### config.mk
export PLATFORM = sky130hd
export DESIGN_NAME = voice_mix_two_pole_filter_unit
export DESIGN_NICKNAME = d
export VERILOG_FILES = /design/src/design/vmtpf_pkg.sv /design/src/design/voice_mix_two_pole_filter_unit.sv /design/src/design/vmtpf_ctrl.sv /design/src/design/vmtpf_datapath.sv
export SDC_FILE = /design/constraint.sdc
export NUM_CORES = 1
export LEC_CHECK = 0
export BUFFER_PORTS_ARGS = -buffer_cell sky130_fd_sc_hd__buf_2
export CAP_MARGIN = 20
export CORE_MARGIN = 10
export CORE_UTILIZATION = 54
export DETAILED_ROUTE_END_ITERATION = 10
export GPL_ROUTABILITY_DRIVEN = 0
export MAX_ROUTING_LAYER = met4
export PLACE_DENSITY_LB_ADDON = 0.2
export RECOVER_POWER = 25
export SETUP_SLACK_MARGIN = 0.15
export SLEW_MARGIN = 30
export SYNTH_ARGS = -nofsm -noshare
export SYNTH_HDL_FRONTEND = slang
export SYNTH_HIERARCHICAL = 1
export SYNTH_SLANG_ARGS = --single-unit
### constraint.sdc
create_clock -name clock -period 12.09 [get_ports clock]
set_input_delay 1.209 -clock clock [delete_from_list [all_inputs] [get_ports clock]]
set_output_delay 1.209 -clock clock [all_outputs]
set_load 0.01 [all_outputs]
### src/design/vmtpf_pkg.sv
// Shared types, constants and helpers for the voice mix two-pole filter.
// Used by vmtpf_ctrl, vmtpf_datapath and the top level; depends on nothing.
package vmtpf_pkg;

   // Field widths that the interface fixes.
   localparam int MIX_WIDTH       = 10;
   localparam int SAMPLE_WIDTH    = 8;
   localparam int COEF_WIDTH      = 8;
   localparam int MODE_WIDTH      = 2;
   localparam int CSR_INDEX_WIDTH = 2;
   localparam int CSR_DATA_WIDTH  = 8;

   // Default accumulator width and the fixed-point scale.
   localparam int ACC_WIDTH_DEF = 16;
   localparam int SCALE         = 7;
   localparam int CLIP_HI       = 127;
   localparam int CLIP_LO       = -127;

   // Filter mode codes.
   localparam logic [MODE_WIDTH-1:0] MODE_OFF     = 2'd0;
   localparam logic [MODE_WIDTH-1:0] MODE_LOWPASS = 2'd1;
   localparam logic [MODE_WIDTH-1:0] MODE_SIMPLE  = 2'd2;

   // Register indexes on the configuration port.
   localparam logic [CSR_INDEX_WIDTH-1:0] REG_FILTER_MODE = 2'd0;
   localparam logic [CSR_INDEX_WIDTH-1:0] REG_COEF_C      = 2'd1;
   localparam logic [CSR_INDEX_WIDTH-1:0] REG_COEF_RC     = 2'd2;

   // Controller states.
   typedef enum logic [2:0] {
      ST_IDLE,
      ST_MUL2,
      ST_UPD1,
      ST_MUL3,
      ST_DONE
   } state_type;

   // Datapath step codes.
   typedef enum logic [2:0] {
      STEP_NONE,
      STEP_MUL1,
      STEP_MUL2,
      STEP_UPD1,
      STEP_MUL3,
      STEP_DONE
   } step_type;

   // Commands from the controller to the datapath.
   typedef struct packed {
      step_type step;
      logic     load_x;
   } cmd_type;

   // Status from the datapath to the controller.
   typedef struct packed {
      logic filter_on;
   } status_type;

   // Halve the mixed sample with an arithmetic shift and clip it to +/-127.
   function automatic logic signed [SAMPLE_WIDTH-1:0] clip_half(
      input logic signed [MIX_WIDTH-1:0] mix
   );
      logic signed [MIX_WIDTH-2:0] half;
      half = mix[MIX_WIDTH-1:1];
      if (half > (MIX_WIDTH-1)'(CLIP_HI)) begin
         return SAMPLE_WIDTH'(CLIP_HI);
      end else if (half < (MIX_WIDTH-1)'(CLIP_LO)) begin
         return SAMPLE_WIDTH'(CLIP_LO);
      end
      return half[SAMPLE_WIDTH-1:0];
   endfunction

endpackage

### src/design/voice_mix_two_pole_filter_unit.sv
// Top level of the voice mix two-pole filter: joins the sequencer and the
// datapath. Depends on vmtpf_pkg, vmtpf_ctrl and vmtpf_datapath.
//
// Usage:
// The req channel takes one summed voice sample per beat (req_mix_sum). The
// rsp channel returns one beat per input: the clipped second stage value and
// its PWM code. The csr channel writes filter_mode (index 0), coef_c (1) and
// coef_rc (2); it is always ready, and any filter_mode write clears both
// filter stages. Write it only while the block is idle.
// Sequence: in the lowpass and simple modes an item runs through the first
// dual-product step in the accepting cycle, then the second, a stage one
// update, one more product step and the commit; in the off mode it goes
// straight to the commit. The result is valid once the commit is done, and a
// new item is taken only after the last one has been committed. The shared
// accumulator and its two multipliers make the product steps run in turn.
// A finished result sits in the output register; the next item is accepted
// and worked on while it waits. If the receiver still stalls when the next
// result is ready, the commit step holds until the register drains.
// Reset (synchronous, active high) clears the mode, coefficients, both stages
// and the result valid.
module voice_mix_two_pole_filter_unit #(
   parameter int ACC_WIDTH = vmtpf_pkg::ACC_WIDTH_DEF
) (
   input  logic                                       clock,
   input  logic                                       reset,
   input  logic                                       req_valid,
   output logic                                       req_ready,
   input  logic signed [vmtpf_pkg::MIX_WIDTH-1:0]     req_mix_sum,
   output logic                                       rsp_valid,
   input  logic                                       rsp_ready,
   output logic signed [vmtpf_pkg::SAMPLE_WIDTH-1:0]  rsp_filtered_sample,
   output logic [vmtpf_pkg::SAMPLE_WIDTH-1:0]         rsp_pwm_code,
   input  logic                                       csr_valid,
   output logic                                       csr_ready,
   input  logic [vmtpf_pkg::CSR_INDEX_WIDTH-1:0]      csr_index,
   input  logic [vmtpf_pkg::CSR_DATA_WIDTH-1:0]       csr_data
);
   import vmtpf_pkg::*;

   cmd_type    cmd;
   status_type status;

   // Registers can be written in any cycle.
   assign csr_ready = 1'b1;

   // Sequencer.
   vmtpf_ctrl u_ctrl (
      .clock     (clock),
      .reset     (reset),
      .req_valid (req_valid),
      .req_ready (req_ready),
      .rsp_valid (rsp_valid),
      .rsp_ready (rsp_ready),
      .status    (status),
      .cmd       (cmd)
   );

   // Datapath.
   vmtpf_datapath #(
      .ACC_WIDTH (ACC_WIDTH)
   ) u_datapath (
      .clock           (clock),
      .reset           (reset),
      .csr_write       (csr_valid && csr_ready),
      .csr_index       (csr_index),
      .csr_data        (csr_data),
      .req_mix_sum     (req_mix_sum),
      .cmd             (cmd),
      .status          (status),
      .filtered_sample (rsp_filtered_sample),
      .pwm_code        (rsp_pwm_code)
   );

endmodule

### src/design/vmtpf_ctrl.sv
// Sequencer of the voice mix two-pole filter: walks one item through the
// multiply, update and commit steps. Depends on vmtpf_pkg.
module vmtpf_ctrl (
   input  logic                   clock,
   input  logic                   reset,
   input  logic                   req_valid,
   output logic                   req_ready,
   output logic                   rsp_valid,
   input  logic                   rsp_ready,
   input  vmtpf_pkg::status_type  status,
   output vmtpf_pkg::cmd_type     cmd
);
   import vmtpf_pkg::*;

   state_type state_ff, state_in;
   logic      rsp_valid_ff, rsp_valid_in;
   logic      out_free;

   // The output register can take a result when empty or when drained now.
   assign out_free  = !rsp_valid_ff || rsp_ready;
   assign rsp_valid = rsp_valid_ff;

   // Next state.
   always_comb begin
      state_in = state_ff;
      case (state_ff)
         ST_IDLE: begin
            if (req_valid) begin
               state_in = status.filter_on ? ST_MUL2 : ST_DONE;
            end
         end
         ST_MUL2: state_in = ST_UPD1;
         ST_UPD1: state_in = ST_MUL3;
         ST_MUL3: state_in = ST_DONE;
         ST_DONE: begin
            if (out_free) begin
               state_in = ST_IDLE;
            end
         end
         default: state_in = ST_IDLE;
      endcase
   end

   // Commands and handshake outputs.
   always_comb begin
      req_ready   = 1'b0;
      cmd.step    = STEP_NONE;
      cmd.load_x  = 1'b0;
      rsp_valid_in = rsp_valid_ff && !rsp_ready;
      case (state_ff)
         ST_IDLE: begin
            req_ready  = 1'b1;
            cmd.load_x = req_valid;
            if (req_valid && status.filter_on) begin
               cmd.step = STEP_MUL1;
            end
         end
         ST_MUL2: cmd.step = STEP_MUL2;
         ST_UPD1: cmd.step = STEP_UPD1;
         ST_MUL3: cmd.step = STEP_MUL3;
         ST_DONE: begin
            if (out_free) begin
               cmd.step     = STEP_DONE;
               rsp_valid_in = 1'b1;
            end
         end
         default: cmd.step = STEP_NONE;
      endcase
   end

   // State and result-valid registers.
   always_ff @(posedge clock) begin
      if (reset) begin
         state_ff     <= ST_IDLE;
         rsp_valid_ff <= 1'b0;
      end else begin
         state_ff     <= state_in;
         rsp_valid_ff <= rsp_valid_in;
      end
   end

   // An accepted item in a filtering mode moves on to the second product.
   assert property (@(posedge clock) disable iff (reset)
      (req_valid && req_ready && status.filter_on) |=> (state_ff == ST_MUL2))
      else $error("filter item did not advance to the second product step");

   // A result only appears out of the commit step.
   assert property (@(posedge clock) disable iff (reset)
      $rose(rsp_valid_ff) |-> $past(state_ff == ST_DONE))
      else $error("result valid raised outside the commit step");

   // A blocked commit waits without touching the datapath.
   assert property (@(posedge clock) disable iff (reset)
      (state_ff == ST_DONE && rsp_valid_ff && !rsp_ready) |->
      (cmd.step == STEP_NONE) ##1 (state_ff == ST_DONE))
      else $error("commit did not wait for the output register");

endmodule

### src/design/vmtpf_datapath.sv
// Datapath of the voice mix two-pole filter: configuration registers, the
// two filter stages and a dual-product accumulator. Depends on vmtpf_pkg.
module vmtpf_datapath #(
   parameter int ACC_WIDTH = vmtpf_pkg::ACC_WIDTH_DEF
) (
   input  logic                                          clock,
   input  logic                                          reset,
   input  logic                                          csr_write,
   input  logic [vmtpf_pkg::CSR_INDEX_WIDTH-1:0]         csr_index,
   input  logic [vmtpf_pkg::CSR_DATA_WIDTH-1:0]          csr_data,
   input  logic signed [vmtpf_pkg::MIX_WIDTH-1:0]        req_mix_sum,
   input  vmtpf_pkg::cmd_type                            cmd,
   output vmtpf_pkg::status_type                         status,
   output logic signed [vmtpf_pkg::SAMPLE_WIDTH-1:0]     filtered_sample,
   output logic [vmtpf_pkg::SAMPLE_WIDTH-1:0]            pwm_code
);
   import vmtpf_pkg::*;

   // Configuration and filter state.
   logic [MODE_WIDTH-1:0]          mode_ff;
   logic signed [COEF_WIDTH-1:0]   coef_c_ff;
   logic signed [COEF_WIDTH-1:0]   coef_rc_ff;
   logic signed [ACC_WIDTH-1:0]    s1_ff, s1_in;
   logic signed [SAMPLE_WIDTH-1:0] s2_ff;

   // Working registers and output payload.
   logic signed [SAMPLE_WIDTH-1:0] x_ff;
   logic signed [ACC_WIDTH-1:0]    acc_ff, acc_in;
   logic signed [SAMPLE_WIDTH-1:0] out_sample_ff;
   logic [SAMPLE_WIDTH-1:0]        out_pwm_ff;

   logic                           mode_simple;
   logic signed [SAMPLE_WIDTH-1:0] x_now;
   logic signed [ACC_WIDTH-1:0]    opa, opb, prod_a, prod_b, term_a, term_b, base;
   logic signed [COEF_WIDTH-1:0]   cfa, cfb;
   logic                           nega, negb, keep_acc;
   logic signed [ACC_WIDTH-1:0]    shifted, s2_wide, s2_sum;
   logic signed [SAMPLE_WIDTH-1:0] s2_clip;

   assign mode_simple      = (mode_ff == MODE_SIMPLE);
   assign status.filter_on = (mode_ff == MODE_LOWPASS) || (mode_ff == MODE_SIMPLE);
   assign x_now            = clip_half(req_mix_sum);

   // Operand selection for each multiply step; lowpass and simple forms differ.
   always_comb begin
      opa      = '0;
      opb      = '0;
      cfa      = '0;
      cfb      = '0;
      nega     = 1'b0;
      negb     = 1'b0;
      keep_acc = 1'b0;
      case (cmd.step)
         STEP_MUL1: begin
            // Lowpass: x*C - s1*C. Simple: x*C + s1*RC.
            opa  = ACC_WIDTH'(x_now);
            cfa  = coef_c_ff;
            opb  = s1_ff;
            cfb  = mode_simple ? coef_rc_ff : coef_c_ff;
            negb = !mode_simple;
         end
         STEP_MUL2: begin
            // Lowpass: + s1*RC - s2*RC. Simple: - s2*C.
            keep_acc = 1'b1;
            opa      = ACC_WIDTH'(s2_ff);
            cfa      = mode_simple ? coef_c_ff : coef_rc_ff;
            nega     = 1'b1;
            opb      = mode_simple ? '0 : s1_ff;
            cfb      = coef_rc_ff;
         end
         STEP_MUL3: begin
            // Lowpass: s1*C - s2*C. Simple: s2*RC + s1*C.
            opa  = ACC_WIDTH'(s2_ff);
            cfa  = mode_simple ? coef_rc_ff : coef_c_ff;
            nega = !mode_simple;
            opb  = s1_ff;
            cfb  = coef_c_ff;
         end
         default: keep_acc = 1'b0;
      endcase
   end

   // Two products side by side; all sums wrap at the accumulator width.
   assign prod_a = opa * ACC_WIDTH'(cfa);
   assign prod_b = opb * ACC_WIDTH'(cfb);
   assign term_a = nega ? -prod_a : prod_a;
   assign term_b = negb ? -prod_b : prod_b;
   assign base   = keep_acc ? acc_ff : '0;
   assign acc_in = base + term_a + term_b;

   // Stage updates from the scaled accumulator.
   assign shifted = acc_ff >>> SCALE;
   assign s1_in   = mode_simple ? (s1_ff - shifted) : (s1_ff + shifted);
   assign s2_wide = ACC_WIDTH'(s2_ff);

   always_comb begin
      if (!status.filter_on) begin
         s2_sum = ACC_WIDTH'(x_ff);
      end else if (mode_simple) begin
         s2_sum = s2_wide - shifted;
      end else begin
         s2_sum = s2_wide + shifted;
      end
      if (s2_sum > ACC_WIDTH'(CLIP_HI)) begin
         s2_clip = SAMPLE_WIDTH'(CLIP_HI);
      end else if (s2_sum < ACC_WIDTH'(CLIP_LO)) begin
         s2_clip = SAMPLE_WIDTH'(CLIP_LO);
      end else begin
         s2_clip = s2_sum[SAMPLE_WIDTH-1:0];
      end
   end

   // Configuration and stage registers; a mode write clears both stages.
   always_ff @(posedge clock) begin
      if (reset) begin
         mode_ff    <= MODE_OFF;
         coef_c_ff  <= '0;
         coef_rc_ff <= '0;
         s1_ff      <= '0;
         s2_ff      <= '0;
      end else begin
         if (cmd.step == STEP_UPD1) begin
            s1_ff <= s1_in;
         end
         if (cmd.step == STEP_DONE) begin
            s2_ff <= s2_clip;
         end
         if (csr_write) begin
            case (csr_index)
               REG_FILTER_MODE: begin
                  mode_ff <= csr_data[MODE_WIDTH-1:0];
                  s1_ff   <= '0;
                  s2_ff   <= '0;
               end
               REG_COEF_C:  coef_c_ff  <= csr_data[COEF_WIDTH-1:0];
               REG_COEF_RC: coef_rc_ff <= csr_data[COEF_WIDTH-1:0];
               default:     coef_c_ff  <= coef_c_ff;
            endcase
         end
      end
   end

   // Working and payload registers.
   always_ff @(posedge clock) begin
      if (cmd.load_x) begin
         x_ff <= x_now;
      end
      if (cmd.step == STEP_MUL1 || cmd.step == STEP_MUL2 || cmd.step == STEP_MUL3) begin
         acc_ff <= acc_in;
      end
      if (cmd.step == STEP_DONE) begin
         out_sample_ff <= s2_clip;
         out_pwm_ff    <= SAMPLE_WIDTH'(s2_clip) + SAMPLE_WIDTH'(CLIP_HI);
      end
   end

   assign filtered_sample = out_sample_ff;
   assign pwm_code        = out_pwm_ff;

   // Stage two never reaches the most negative code.
   assert property (@(posedge clock) disable iff (reset)
      s2_ff != SAMPLE_WIDTH'(CLIP_LO - 1))
      else $error("stage two left the clip range");

   // The PWM code tracks the committed sample with its offset.
   assert property (@(posedge clock) disable iff (reset)
      (cmd.step == STEP_DONE) |=>
      (out_pwm_ff == SAMPLE_WIDTH'(out_sample_ff) + SAMPLE_WIDTH'(CLIP_HI)))
      else $error("PWM code does not match the committed sample");

endmodule
==> reports/metrics.yaml <==
ys_types: 77
min_path_type: "flip-flop to flip-flop"
worst-path-buf-inv: 4
cp.arrival_ns: 10.26
syn-mean-instance-area_um2: 8.46
fin_crit_ns: 10.17
synthArstFlopShare_pct: 0
cts_buffers: 9
wl_per_cell_um: 16.2
slew_viol_final: 0
finalWirelength_mm: 28.1
fin_util_pct: 58.6
grt_max_degree: 35
ir_worst_vdd_mv: 0.0767
cp_common_cell: "xnor2_1"
p_int_w: 0.000606
finClkSkew_ns: 0.00948
io_buffer_count: 41
clk_latency_ns: 0.35
cts.sinks: 86
synth.net_count: 1689
crit_path_start: "rsp_ready"
synth.area.mux_share_pct: 2.22
n_fill_cell: 1987
seq_area_mm2: 0.00212
end_kind: "flip-flop"
drc: 0
ys_warn_count: 6
critPathCapture: "u_datapath/acc_ff[15]$_DFFE_PP_"
cts_root_buffer: "clkbuf_16"
cts_max_level: 3
num_rows: 54
clockBufferDepth: 2
vias_per_cell: 5.57
vias: 9657
fin_area_mm2: 0.0128
synth_ff_type: "dfxtp_1"
coreArea_mm2: 0.0219
rrSetupSlack_ns: 1.93
synth_top_family_by_area: "adder cells"
finalHoldViolations: 0
power_frac_clock_pct: 28.9
rsz0062_at_grt: "false"
yosysMostFrequentCell: "inv_1"
required_ns: 12.18
grt_pass1_wl_mm: 48.4
n_antenna_cell: 0
drive_gt1_share_pct: 7.42
multi_input_area_mm2: 0.00894
synthXorXnorAreaFrac_pct: 7.52
cts_hold_buffers: 0
clk_pin_slew_ns: 0.07
grt_pass1_vias: 9948
r2r-end: "u_datapath/acc_ff[15]$_DFFE_PP_"
critPathMaxFanout: 11
synth_area_mm2: 0.0121
fin_crit_sh_pct: 84.1
power_density_mw_per_mm2: 75.6
area.growth.synth_to_final_pct: 6.51
ioPinCount: 44
critPathMaxStageDelay_ns: 0.63
die_w_um: 169
fmax_mhz: 98.3
synth_top_cell_by_area: "fa_1"
swShare_pct: 37.6
worstReg2RegStart: "u_datapath/mode_ff[0]$_SDFFE_PP0P_"
status: "complete, no violations"
yosys.area_share.simple_pct: 18.3
setup_viol: 0
die_height_um: 169
postCtsResizedCells: 0
synth_compound_area_share_pct: 12.7
slew_headroom_pct: 22.3
dp_hpwl_mm: 22.8
critPathTopFamily: "adder cells"
dr.pass1.iters: 5
synth_top_area_share_pct: 22.4
cp.depth: 37
worst_slew_pin_slew_ns: 1.17
critPathKind: "input pin to flip-flop"
synth_edf_count: 40
setup_tns_ns: 0
grt_antenna_before_repair: 0
grt_overflow: 0
drv_cap: 0
dieArea_mm2: 0.0287
fin_nets: 1715
synth_area_leaders: "fa_1 (22%), ha_1 (11%), edfxtp_1 (10%), dfxtp_1 (7.6%), inv_1 (6.9%)"
grt_usage_pct: 20.9
start_util_pct: 55.0
r2r_cells: 36
synthCells: 1424
ant_nets: 0
cp_slowest_cell: "o21ai_1"
power_frac_comb_pct: 34.3
power.leakage_nw: 5.98
switchingPower_w: 0.000364
seqPwrFrac_pct: 36.8
cts_tree: "built"
drtIter0Drc: 732
synth_adder_area_share_pct: 33.3
synth-seq-cells: 86
placed_area_mm2: 0.0125
post-cts-setup-buffers: 0
start_kind: "input pin"
ys_seq_area_share_pct: 17.6
synth_common_cells: "inv_1 (220), nor2_1 (197), fa_1 (135)"
[metrics by stage]
stage                     std cells  total power [W]  setup WS [ns]  hold slack [ns]
after floorplan                1424         0.000602           2.73            0.462
after CTS                      1735         0.000975           1.90            0.518
after global placement         1719         0.000683           1.67            0.489
after detailed placement       1719         0.000690           1.60            0.498
final                          1735         0.000970           1.92            0.513
after global routing           1735          0.00103           1.10            0.553
[worst min path at each step]
stage | start | endpoint | slack, ns | cells past startpoint
after floorplan | u_datapath/s1_ff[10]$_SDFF_PP0_ | u_datapath/s1_ff[10]$_SDFF_PP0_ | 0.46 | 2
after global placement | u_datapath/mode_ff[1]$_SDFFE_PP0P_ | u_datapath/mode_ff[1]$_SDFFE_PP0P_ | 0.49 | 2
after detailed placement | u_datapath/mode_ff[1]$_SDFFE_PP0P_ | u_datapath/mode_ff[1]$_SDFFE_PP0P_ | 0.50 | 2
after CTS | u_datapath/mode_ff[1]$_SDFFE_PP0P_ | u_datapath/mode_ff[1]$_SDFFE_PP0P_ | 0.52 | 2
after global routing | u_datapath/mode_ff[1]$_SDFFE_PP0P_ | u_datapath/mode_ff[1]$_SDFFE_PP0P_ | 0.55 | 2
final | u_datapath/mode_ff[1]$_SDFFE_PP0P_ | u_datapath/mode_ff[1]$_SDFFE_PP0P_ | 0.51 | 2
[cells in the final DEF, fill, tap and decap left out, types with 20 or more instances in the layout]
master      n
a21oi_1    79
buf_2      31
dfxtp_1    46
edfxtp_1   40
fa_1      135
ha_1      105
inv_1     220
mux2i_1    22
nand2_1   101
nand3_1    28
nor2_1    195
nor2b_1    20
o21ai_0    54
or2_2      21
xnor2_1    71
xor2_1     28
[sequential cells by signal (all words and copies together) (netlist names)]
signal                      cells
u_ctrl/rsp_valid                1
u_datapath/coef_rc_ff           8
u_ctrl/state_ff                 3
u_datapath/mode_ff              2
u_datapath/filtered_sample      8
u_datapath/pwm_code             8
u_datapath/s2_ff                8
u_datapath/coef_c_ff            8
u_datapath/s1_ff               16
u_datapath/x_ff                 8
u_datapath/acc_ff              16
[power groups by stage]
stage          logic, W  clock network, W  registers, W
2_1_floorplan  0.000251                 0      0.000351
3_3_place_gp   0.000321                 0      0.000361
3_5_place_dp   0.000327                 0      0.000362
4_1_cts        0.000331          0.000289      0.000356
5_1_grt        0.000372          0.000299      0.000359
6_report       0.000333          0.000281      0.000357
[worst register-to-register path, delay by kind of cell (launching register included)]
kind | cells | cell delay [ns]
adder cells (fa/ha/maj) | 7 | 3.48
XOR/XNOR | 12 | 2.23
AO/OA/AOI/OAI | 8 | 1.79
AND/OR/NAND/NOR | 4 | 1.25
buffers and inverters | 5 | 0.86
flip-flops | 1 | 0.31
[cell families after synthesis]
| kind of cell | Yosys count |
|---|---|
| other cells | 1 |
| simple gates | 468 |
| flops | 86 |
| buf+inv | 261 |
| fa+ha+maj | 240 |
| mux | 25 |
| compound gates | 242 |
| xor+xnor | 101 |
[cell type report]
cell class,count,area share [%]
well taps,280,2.73
repair buffers,55,2.32
flip-flops and latches,86,16.5
clock inverters,7,0.565
inverters,221,6.46
multi-input cells,1077,69.6
clock buffers,9,1.75
[routing by layer]
layer	vias up	share of wire, %	track usage [%]
li1	4707	-	-
met1	4647	46	27.3
met2	257	46	32.7
met3	46	5.7	3.33
met4	0	2.7	6.98
met5	-	0	-
No activity file was read; power rests on OpenSTA's default activity.
